--- src/hdl/iot_pkg.sv ---
// iot_pkg: shared types and constants of the interval overlay table
// segment record, controller command and datapath status structs
// no dependencies
package iot_pkg;

    localparam int TABLE_DEPTH_DEF = 16;
    localparam int TIME_W          = 31;
    localparam int TAG_W           = 32;

    // one stored segment
    typedef struct packed {
        logic [TIME_W-1:0] seg_start;
        logic [TIME_W-1:0] seg_end;
        logic [TAG_W-1:0]  seg_tag;
    } t_seg;

    // commands from the controller to the datapath
    typedef struct packed {
        logic start;       // latch the new segment, clear walk counters
        logic rd_entry;    // read stored entry at the walk index
        logic eval;        // classify the entry just read
        logic push;        // write one pending piece to the work bank
        logic next;        // step the walk index
        logic push_final;  // place the new segment at the end if still unplaced
        logic commit;      // swap banks and take the new count
        logic emit_rd;     // read the entry to emit
        logic emit_ld;     // load the read entry into the output register
        logic ovf_ld;      // load an overflow beat into the output register
    } t_cmd;

    // status from the datapath to the controller
    typedef struct packed {
        logic walk_done;   // every stored entry has been visited
        logic over;        // result would exceed the table depth
        logic pend_any;    // pieces of the current entry still to write
        logic slot_free;   // output register can take a beat
        logic emit_last;   // entry being emitted is the final one
    } t_stat;

endpackage

--- src/hdl/iot_if.sv ---
// iot_if: valid/ready channel interfaces of the interval overlay table
// input channel carries a new segment, output channel one table entry per beat
// depends on iot_pkg
interface iot_in_if;
    import iot_pkg::*;

    logic              valid;
    logic              ready;
    logic [TIME_W-1:0] new_start;
    logic [TIME_W-1:0] new_end;
    logic [TAG_W-1:0]  new_tag;

    modport source (output valid, output new_start, output new_end, output new_tag,
                    input ready);
    modport sink   (input valid, input new_start, input new_end, input new_tag,
                    output ready);
endinterface

interface iot_out_if;
    import iot_pkg::*;

    logic              valid;
    logic              ready;
    logic [TIME_W-1:0] entry_start;
    logic [TIME_W-1:0] entry_end;
    logic [TAG_W-1:0]  entry_tag;
    logic              last_entry;
    logic              status;

    modport source (output valid, output entry_start, output entry_end, output entry_tag,
                    output last_entry, output status, input ready);
    modport sink   (input valid, input entry_start, input entry_end, input entry_tag,
                    input last_entry, input status, output ready);
endinterface

--- src/hdl/iot_ctrl.sv ---
// iot_ctrl: controller state machine of the interval overlay table
// sequences the walk, the commit and the emission through command/status structs
// depends on iot_pkg
module iot_ctrl (
    input  logic          i_clk,
    input  logic          i_rst_n,
    input  logic          i_in_valid,
    output logic          o_in_ready,
    input  iot_pkg::t_stat i_stat,
    output iot_pkg::t_cmd  o_cmd
);
    import iot_pkg::*;

    typedef enum logic [3:0] {
        S_IDLE,
        S_CHECK,
        S_EVAL,
        S_PUSH,
        S_FINAL,
        S_DECIDE,
        S_EMIT_RD,
        S_EMIT_LD,
        S_OVF
    } t_state;

    t_state r_state;
    t_state n_state;

    // next state and commands
    always_comb begin
        n_state    = r_state;
        o_cmd      = '0;
        o_in_ready = 1'b0;
        case (r_state)
            S_IDLE: begin
                o_in_ready = 1'b1;
                if (i_in_valid) begin
                    o_cmd.start = 1'b1;
                    n_state     = S_CHECK;
                end
            end
            S_CHECK: begin
                if (i_stat.over) begin
                    n_state = S_DECIDE;
                end else if (i_stat.walk_done) begin
                    n_state = S_FINAL;
                end else begin
                    o_cmd.rd_entry = 1'b1;
                    n_state        = S_EVAL;
                end
            end
            S_EVAL: begin
                o_cmd.eval = 1'b1;
                n_state    = S_PUSH;
            end
            S_PUSH: begin
                if (i_stat.pend_any && !i_stat.over) begin
                    o_cmd.push = 1'b1;
                end else begin
                    o_cmd.next = 1'b1;
                    n_state    = S_CHECK;
                end
            end
            S_FINAL: begin
                o_cmd.push_final = 1'b1;
                n_state          = S_DECIDE;
            end
            S_DECIDE: begin
                if (i_stat.over) begin
                    n_state = S_OVF;
                end else begin
                    o_cmd.commit = 1'b1;
                    n_state      = S_EMIT_RD;
                end
            end
            S_EMIT_RD: begin
                o_cmd.emit_rd = 1'b1;
                n_state       = S_EMIT_LD;
            end
            S_EMIT_LD: begin
                if (i_stat.slot_free) begin
                    o_cmd.emit_ld = 1'b1;
                    n_state       = i_stat.emit_last ? S_IDLE : S_EMIT_RD;
                end
            end
            S_OVF: begin
                if (i_stat.slot_free) begin
                    o_cmd.ovf_ld = 1'b1;
                    n_state      = S_IDLE;
                end
            end
            default: begin
                n_state = S_IDLE;
            end
        endcase
    end

    // state register
    always_ff @(posedge i_clk) begin
        if (!i_rst_n) begin
            r_state <= S_IDLE;
        end else begin
            r_state <= n_state;
        end
    end

endmodule

--- src/hdl/iot_datapath.sv ---
// iot_datapath: two-bank segment memory, walk counters, overlap classifier
// and output register of the interval overlay table
// depends on iot_pkg
module iot_datapath #(
    parameter int TABLE_DEPTH = iot_pkg::TABLE_DEPTH_DEF
) (
    input  logic                      i_clk,
    input  logic                      i_rst_n,
    input  iot_pkg::t_cmd             i_cmd,
    output iot_pkg::t_stat            o_stat,
    input  logic [iot_pkg::TIME_W-1:0] i_new_start,
    input  logic [iot_pkg::TIME_W-1:0] i_new_end,
    input  logic [iot_pkg::TAG_W-1:0]  i_new_tag,
    output logic                      o_out_valid,
    input  logic                      i_out_ready,
    output logic [iot_pkg::TIME_W-1:0] o_entry_start,
    output logic [iot_pkg::TIME_W-1:0] o_entry_end,
    output logic [iot_pkg::TAG_W-1:0]  o_entry_tag,
    output logic                      o_last_entry,
    output logic                      o_status
);
    import iot_pkg::*;

    localparam int IW    = $clog2(TABLE_DEPTH);
    localparam int AW    = IW + 1;
    localparam int MEM_D = 2 ** AW;
    localparam int CW    = $clog2(TABLE_DEPTH + 1);
    localparam int NW    = $clog2(TABLE_DEPTH + 2);

    // both banks share one memory, the bank bit selects the upper half
    t_seg r_mem [MEM_D];
    t_seg r_rd;

    logic [TIME_W-1:0] r_ns;
    logic [TIME_W-1:0] r_ne;
    logic [TAG_W-1:0]  r_nt;

    logic [CW-1:0] r_idx;
    logic [CW-1:0] r_count;
    logic [CW-1:0] r_k;
    logic [NW-1:0] r_n;
    logic          r_bank;
    logic          r_placed;
    logic          r_pend_a;
    logic          r_pend_b;
    logic          r_pend_c;
    logic          r_kind_before;
    logic          r_kind_after;

    t_seg r_out;
    logic r_out_valid;
    logic r_out_last;
    logic r_out_status;

    logic          rd_en;
    logic [AW-1:0] rd_addr;
    logic          use_new;
    logic          push_fire;
    logic          wr_en;
    logic [AW-1:0] wr_addr;
    t_seg          wr_data;
    t_seg          new_seg;
    logic          cls_covered;
    logic          cls_before;
    logic          cls_after;
    logic          cls_partial;
    logic          room;
    logic          pend_any;

    assign new_seg  = '{seg_start: r_ns, seg_end: r_ne, seg_tag: r_nt};
    assign pend_any = r_pend_a | r_pend_b | r_pend_c;
    assign room     = r_n < NW'(TABLE_DEPTH);

    // overlap classes of the stored entry against the new segment
    always_comb begin
        cls_covered = (r_ns <= r_rd.seg_start) && (r_ne >= r_rd.seg_end);
        cls_before  = !cls_covered && (r_rd.seg_end <= r_ns);
        cls_after   = !cls_covered && !cls_before && (r_rd.seg_start >= r_ne);
        cls_partial = !cls_covered && !cls_before && !cls_after;
    end

    // piece selection, in order left piece, new segment, right piece
    always_comb begin
        use_new   = i_cmd.push_final || (!r_pend_a && r_pend_b);
        push_fire = (i_cmd.push && pend_any) || (i_cmd.push_final && !r_placed);
        if (use_new) begin
            wr_data = new_seg;
        end else if (r_pend_a) begin
            wr_data = r_kind_before ? r_rd
                    : t_seg'{seg_start: r_rd.seg_start, seg_end: r_ns, seg_tag: r_rd.seg_tag};
        end else begin
            wr_data = r_kind_after ? r_rd
                    : t_seg'{seg_start: r_ne, seg_end: r_rd.seg_end, seg_tag: r_rd.seg_tag};
        end
        wr_en   = push_fire && room;
        wr_addr = {~r_bank, r_n[IW-1:0]};
    end

    // read port serves the walk and the emission
    always_comb begin
        rd_en   = i_cmd.rd_entry | i_cmd.emit_rd;
        rd_addr = i_cmd.emit_rd ? {r_bank, r_k[IW-1:0]} : {r_bank, r_idx[IW-1:0]};
    end

    // segment memory
    always_ff @(posedge i_clk) begin
        if (wr_en) begin
            r_mem[wr_addr] <= wr_data;
        end
        if (rd_en) begin
            r_rd <= r_mem[rd_addr];
        end
    end

    // new segment capture
    always_ff @(posedge i_clk) begin
        if (i_cmd.start) begin
            r_ns <= i_new_start;
            r_ne <= i_new_end;
            r_nt <= i_new_tag;
        end
    end

    // walk and table control
    always_ff @(posedge i_clk) begin
        if (!i_rst_n) begin
            r_idx         <= '0;
            r_count       <= '0;
            r_k           <= '0;
            r_n           <= '0;
            r_bank        <= 1'b0;
            r_placed      <= 1'b0;
            r_pend_a      <= 1'b0;
            r_pend_b      <= 1'b0;
            r_pend_c      <= 1'b0;
            r_kind_before <= 1'b0;
            r_kind_after  <= 1'b0;
        end else begin
            if (i_cmd.start) begin
                r_idx    <= '0;
                r_n      <= '0;
                r_placed <= 1'b0;
                r_pend_a <= 1'b0;
                r_pend_b <= 1'b0;
                r_pend_c <= 1'b0;
            end
            if (i_cmd.eval) begin
                r_kind_before <= cls_before;
                r_kind_after  <= cls_after;
                r_pend_a      <= cls_before || (cls_partial && (r_rd.seg_start < r_ns));
                r_pend_b      <= !r_placed && (cls_after || cls_partial);
                r_pend_c      <= cls_after || (cls_partial && (r_rd.seg_end > r_ne));
            end
            if (push_fire) begin
                // count keeps going past the depth only far enough to flag overflow
                if (r_n <= NW'(TABLE_DEPTH)) begin
                    r_n <= r_n + NW'(1);
                end
                if (use_new) begin
                    r_placed <= 1'b1;
                    if (!i_cmd.push_final) begin
                        r_pend_b <= 1'b0;
                    end
                end else if (r_pend_a) begin
                    r_pend_a <= 1'b0;
                end else begin
                    r_pend_c <= 1'b0;
                end
            end
            if (i_cmd.next) begin
                r_idx <= r_idx + CW'(1);
            end
            if (i_cmd.commit) begin
                r_bank  <= ~r_bank;
                r_count <= CW'(r_n);
                r_k     <= '0;
            end
            if (i_cmd.emit_ld) begin
                r_k <= r_k + CW'(1);
            end
        end
    end

    // output register
    always_ff @(posedge i_clk) begin
        if (!i_rst_n) begin
            r_out_valid <= 1'b0;
        end else if (i_cmd.emit_ld || i_cmd.ovf_ld) begin
            r_out_valid <= 1'b1;
        end else if (i_out_ready) begin
            r_out_valid <= 1'b0;
        end
    end

    always_ff @(posedge i_clk) begin
        if (i_cmd.emit_ld) begin
            r_out        <= r_rd;
            r_out_last   <= o_stat.emit_last;
            r_out_status <= 1'b0;
        end else if (i_cmd.ovf_ld) begin
            r_out        <= '0;
            r_out_last   <= 1'b1;
            r_out_status <= 1'b1;
        end
    end

    // status to the controller
    always_comb begin
        o_stat.walk_done = (r_idx == r_count);
        o_stat.over      = r_n > NW'(TABLE_DEPTH);
        o_stat.pend_any  = pend_any;
        o_stat.slot_free = !r_out_valid || i_out_ready;
        o_stat.emit_last = (CW'(r_k + CW'(1)) == r_count);
    end

    assign o_out_valid   = r_out_valid;
    assign o_entry_start = r_out.seg_start;
    assign o_entry_end   = r_out.seg_end;
    assign o_entry_tag   = r_out.seg_tag;
    assign o_last_entry  = r_out_last;
    assign o_status      = r_out_status;

endmodule

--- src/hdl/interval_overlay_table_top.sv ---
// interval_overlay_table_top: each insert walks the stored entries (read, classify,
// write pieces), places the new segment, then commits and emits all entries, stalling on
// back-pressure, or on overflow sends one status beat; a new insert is taken only in idle,
// as walk, rewrite and emission share the single read and single write memory port.
// reset empties the table (count zero) with no clearing pass; memory contents are not reset
// depends on iot_pkg, iot_if, iot_ctrl, iot_datapath
module interval_overlay_table_top #(
    parameter int TABLE_DEPTH = iot_pkg::TABLE_DEPTH_DEF
) (
    input  logic      i_clk,
    input  logic      i_rst_n,
    iot_in_if.sink    i_in,
    iot_out_if.source o_out
);
    import iot_pkg::*;

    t_cmd  cmd;
    t_stat stat;
    logic  in_ready;

    // controller
    iot_ctrl u_ctrl (
        .i_clk      (i_clk),
        .i_rst_n    (i_rst_n),
        .i_in_valid (i_in.valid),
        .o_in_ready (in_ready),
        .i_stat     (stat),
        .o_cmd      (cmd)
    );

    // datapath
    iot_datapath #(
        .TABLE_DEPTH (TABLE_DEPTH)
    ) u_datapath (
        .i_clk         (i_clk),
        .i_rst_n       (i_rst_n),
        .i_cmd         (cmd),
        .o_stat        (stat),
        .i_new_start   (i_in.new_start),
        .i_new_end     (i_in.new_end),
        .i_new_tag     (i_in.new_tag),
        .o_out_valid   (o_out.valid),
        .i_out_ready   (o_out.ready),
        .o_entry_start (o_out.entry_start),
        .o_entry_end   (o_out.entry_end),
        .o_entry_tag   (o_out.entry_tag),
        .o_last_entry  (o_out.last_entry),
        .o_status      (o_out.status)
    );

    assign i_in.ready = in_ready;

    // a rejected insert never reaches the table
    a_commit_ok: assert property (@(posedge i_clk) disable iff (!i_rst_n)
        cmd.commit |-> !stat.over)
        else $error("commit with overflowing result");

    // an overflow beat is a single zeroed final beat
    a_ovf_beat: assert property (@(posedge i_clk) disable iff (!i_rst_n)
        (o_out.valid && o_out.status) |->
            (o_out.last_entry && (o_out.entry_start == '0) && (o_out.entry_end == '0)
             && (o_out.entry_tag == '0)))
        else $error("malformed overflow beat");

    // one insert at a time
    a_one_insert: assert property (@(posedge i_clk) disable iff (!i_rst_n)
        (i_in.valid && i_in.ready) |=> !i_in.ready)
        else $error("input taken during an insert");

endmodule
--- src/flat_wrapper.sv ---
// flat-port wrapper written by rule: the top's interface ports become plain ports
module interval_overlay_table_top_flat import iot_pkg::*;
#(
    parameter int TABLE_DEPTH = iot_pkg::TABLE_DEPTH_DEF
)
  (i_clk, i_rst_n, i_in_valid, i_in_new_start, i_in_new_end, i_in_new_tag, i_in_ready, o_out_valid, o_out_entry_start, o_out_entry_end, o_out_entry_tag, o_out_last_entry, o_out_status, o_out_ready);
  iot_in_if i_in_i ();
  iot_out_if o_out_i ();
  input  logic i_clk;
  input  logic i_rst_n;
  input wire logic [$bits(i_in_i.valid)-1:0] i_in_valid;
  input wire logic [$bits(i_in_i.new_start)-1:0] i_in_new_start;
  input wire logic [$bits(i_in_i.new_end)-1:0] i_in_new_end;
  input wire logic [$bits(i_in_i.new_tag)-1:0] i_in_new_tag;
  output wire logic [$bits(i_in_i.ready)-1:0] i_in_ready;
  output wire logic [$bits(o_out_i.valid)-1:0] o_out_valid;
  output wire logic [$bits(o_out_i.entry_start)-1:0] o_out_entry_start;
  output wire logic [$bits(o_out_i.entry_end)-1:0] o_out_entry_end;
  output wire logic [$bits(o_out_i.entry_tag)-1:0] o_out_entry_tag;
  output wire logic [$bits(o_out_i.last_entry)-1:0] o_out_last_entry;
  output wire logic [$bits(o_out_i.status)-1:0] o_out_status;
  input wire logic [$bits(o_out_i.ready)-1:0] o_out_ready;
  assign i_in_i.valid = i_in_valid;
  assign i_in_i.new_start = i_in_new_start;
  assign i_in_i.new_end = i_in_new_end;
  assign i_in_i.new_tag = i_in_new_tag;
  assign i_in_ready = i_in_i.ready;
  assign o_out_valid = o_out_i.valid;
  assign o_out_entry_start = o_out_i.entry_start;
  assign o_out_entry_end = o_out_i.entry_end;
  assign o_out_entry_tag = o_out_i.entry_tag;
  assign o_out_last_entry = o_out_i.last_entry;
  assign o_out_status = o_out_i.status;
  assign o_out_i.ready = o_out_ready;
  interval_overlay_table_top #(.TABLE_DEPTH(TABLE_DEPTH)) u_core (.i_clk(i_clk), .i_rst_n(i_rst_n), .i_in(i_in_i), .o_out(o_out_i));
endmodule
--- config.mk ---
export PLATFORM = sky130hd
export DESIGN_NAME = interval_overlay_table_top_flat
export DESIGN_NICKNAME = d
export VERILOG_FILES = /design/src/hdl/iot_pkg.sv /design/src/hdl/iot_if.sv /design/src/hdl/iot_ctrl.sv /design/src/hdl/iot_datapath.sv /design/src/hdl/interval_overlay_table_top.sv /design/src/flat_wrapper.sv
export SDC_FILE = /design/constraint.sdc
export NUM_CORES = 2
export LEC_CHECK = 0
export BUFFER_PORTS_ARGS = -buffer_cell sky130_fd_sc_hd__buf_2
export CORE_MARGIN = 2
export CORE_UTILIZATION = 40
export DETAILED_ROUTE_END_ITERATION = 6
export GPL_ROUTABILITY_DRIVEN = 0
export PLACE_DENSITY = 0.66
export SLEW_MARGIN = 20
export SYNTH_ARGS = -nofsm -noshare
export SYNTH_HDL_FRONTEND = slang
export SYNTH_SLANG_ARGS = --single-unit
--- constraint.sdc ---
create_clock -name i_clk -period 16.78 [get_ports i_clk]
set_input_delay 1.678 -clock i_clk [delete_from_list [all_inputs] [get_ports i_clk]]
set_output_delay 1.678 -clock i_clk [all_outputs]
set_load 0.01 [all_outputs]
==> qor.txt <==
status - complete, no violations
Tcrit/Tclk final - 0.3958
DP Area - 136600 um2
Setup violations, final - 0
post-route cell area - 147400 um2
vias after detailed routing - 67380
final WL - 353900 um
Avg Inst Size Synth - 20.19 um2
hold-fix buffers at CTS - 0
Nets - 7012
IO Count - 196
Pwr Density - 116.6 nW/um2
CP Max Fanout - 46
Yosys cell types - 58
H-tree Lvls - 5
Post-synth EDFFs - 3291
required time worst endpoint - 17.41 ns
first-pass GRT wire length - 497400 um
Post-synth ARST share - 0
skew final - 0.08769 ns
Worst path slowest cell - buf_4
total power draw - 17.18 mW
GRT Total Usage - 0.2105
DP Wirelength - 177800 um
Worst-path clk slew - 0.06 ns
fmax - 150.6 MHz
drc violations - 0
largest net degree at the start of global routing - 138
area grow syn2layout - 13.77%
TritonCTS clock tree - done
CP Cell Sequence - nand2_1 -> nor3_4 -> mux2i_4 -> buf_4 -> buf_4 -> buf_4 -> buf_4 -> mux4_2 -> mux2i_1 -> a32oi_1 -> and3_1
critical path launch point type - flip-flop
layout cells sized above 1 - 0.2400
critical path arrival - 7.28 ns
worst skew pair latency - 0.91 ns
Initial Utilization - 0.4028
port bufs - 195
final cell count without fillers - 11360
Final min period - 6.642 ns
Pre-antenna DRT Iters - 6
row cnt - 208
flop and latch count out of synthesis - 3324
hold depth - 1
post-synthesis sequential area ratio - 0.7678
die area - 328500 um2
ANT nets after route - 0
Initial DRC Count - 9604
clk buf depth - 4
count leader, synth - edfxtp_1
min-delay worst type - reg -> reg
Final Hold Viols - 0
CTS root buf - clkbuf_16
Fin Setup TNS - 0 ns
Lkg Pwr - 47.96 nW
Fill cells - 26760
final setup margin - 10.14 ns
Placement Setup Slack - 9.930 ns
fin util - 0.4583
MaxCap Viol Count - 0
critical path class - reg -> reg
Die Y - 573.2 um
Synth area leader - edfxtp_1
hold_ws - 0.4764 ns
global route overflow - 0
CTS resizes - 0
CTS buffer count - 337
core area - 321700 um2
Worst Reg-to-Reg Cells - 11
synthesized instance count - 6419
Peak VDD IR - 89.50 uV
postcts setup bufs - 0
DR WL/cell - 31.16 um
Critical Path End Type - flip-flop
Top FF cell, synth - edfxtp_1
cell count after placement - 10750
initial antenna violation count - 13
Critical Path Max Stage Delay - 0.84 ns
cell area after synthesis - 129600 um2
top post-synthesis cells by count - edfxtp_1, mux4_2, nand2_1
Post-Syn Nets - 6647
Vias per Instance - 5.931
Synth warnings - 0
RSZ-0062 raised after global routing - no
Critical Path Most Common Cell - buf_4
Final Max Slew Viols - 0
Worst Max-Slew Pin Slew - 1.163 ns
Worst slew margin - 0.2249
Synth area leaders - edfxtp_1, mux4_2, nand2_1, ha_1, mux2i_1
number of global-route vias before repair - 66250
clk sinks - 3324
Synth top area share - 0.7627
Die W - 573.2 um
metal layers:
layer	track usage	vias up	part of all wire
met2	0.3276	3916	0.47
met1	0.3059	35870	0.40
met3	0.03672	582	0.10
li1	-	27010	-
met4	0.05935	4	0.028
met5	0	-	0.000079
flip-flops by register name (all words and copies together) (netlist names), 4 cells and up:
signal                           count
u_core.u_ctrl.r_state                4
u_core.u_datapath.o_entry_end       31
u_core.u_datapath.r_rd              94
u_core.u_datapath.r_ns              31
u_core.u_datapath.r_k                5
u_core.u_datapath.r_n                5
u_core.u_datapath.o_entry_start     31
u_core.u_datapath.r_nt              32
u_core.u_datapath.r_count            5
u_core.u_datapath.r_mem           3008
u_core.u_datapath.o_entry_tag       32
u_core.u_datapath.r_ne              31
u_core.u_datapath.r_idx              5
critical path, delay by kind of cell, from the launching register on:
kind | cells | cell delay, ns
simple gates | 3 | 0.96
buf+inv | 4 | 3.16
compound gates | 1 | 0.10
mux | 3 | 1.38
flops | 1 | 0.64
cell type report:
class	instances	area [um2]	share of cell area
sequential	3324	99490	0.6749
clock buffer	425	8954	0.06074
antenna	10	25.02	0.0001697
multi-input combinational	2683	29110	0.1974
timing repair buffer	366	2552	0.01731
tap	4305	5386	0.03654
inverter	72	275.3	0.001867
clock inverter	175	1634	0.01108
final timing paths:
kind                                                               from                                      end  slack [ns]
worst max-delay path              u_core.u_ctrl.r_state[2]$_SDFFE_PN0P_      u_core.u_datapath.r_rd[3]$_DFFE_PP_       10.14
worst min-delay path            u_core.u_datapath.r_idx[4]$_SDFFE_PN0P_  u_core.u_datapath.r_idx[4]$_SDFFE_PN0P_        0.48
worst max register to register    u_core.u_ctrl.r_state[2]$_SDFFE_PN0P_      u_core.u_datapath.r_rd[3]$_DFFE_PP_       10.14
worst min register to register  u_core.u_datapath.r_idx[4]$_SDFFE_PN0P_  u_core.u_datapath.r_idx[4]$_SDFFE_PN0P_        0.48
cells in the final DEF (no fill, tap or decap), drive strengths merged, types with 4 or more instances in the layout:
cell type | Yosys | layout
mux4 | 752 | 752
a21o | 4 | 4
ha | 130 | 130
xor2 | 7 | 7
and3 | 189 | 189
a211oi | 11 | 11
bufinv | 0 | 29
and2 | 4 | 4
nand3b | 10 | 10
nor2 | 118 | 118
nand2 | 675 | 675
o21ai | 91 | 91
buf | 132 | 366
dfxtp | 33 | 33
a32oi | 96 | 96
nor3 | 17 | 17
mux2i | 135 | 135
nand2b | 4 | 4
nor2b | 5 | 5
mux2 | 33 | 33
a221oi | 6 | 6
nor4 | 7 | 7
clkbuf | 208 | 425
nand4 | 21 | 21
clkinv | 0 | 132
o31ai | 4 | 4
diode | 0 | 10
edfxtp | 3291 | 3291
nand3 | 218 | 218
a21oi | 91 | 91
xnor2 | 7 | 7
inv | 72 | 81
clkinvlp | 0 | 5
and4 | 5 | 5
power by group:
group / switching (mW) / internal [mW] / total, mW
clock: 3.10 / 4.22 / 7.32
sequential: 0.0486 / 9.30 / 9.35
combinational: 0.389 / 0.122 / 0.511
total: 3.54 / 13.6 / 17.2
cell families after synthesis:
family	Yosys count	synth area share
compound gates	335	0.01716
xor+xnor	14	0.0009463
fa+ha+maj	130	0.01255
buf+inv	412	0.01277
flops	3324	0.7678
mux	920	0.1440
simple gates	1284	0.04480
Note: power is estimated with default switching activity, not from simulation.
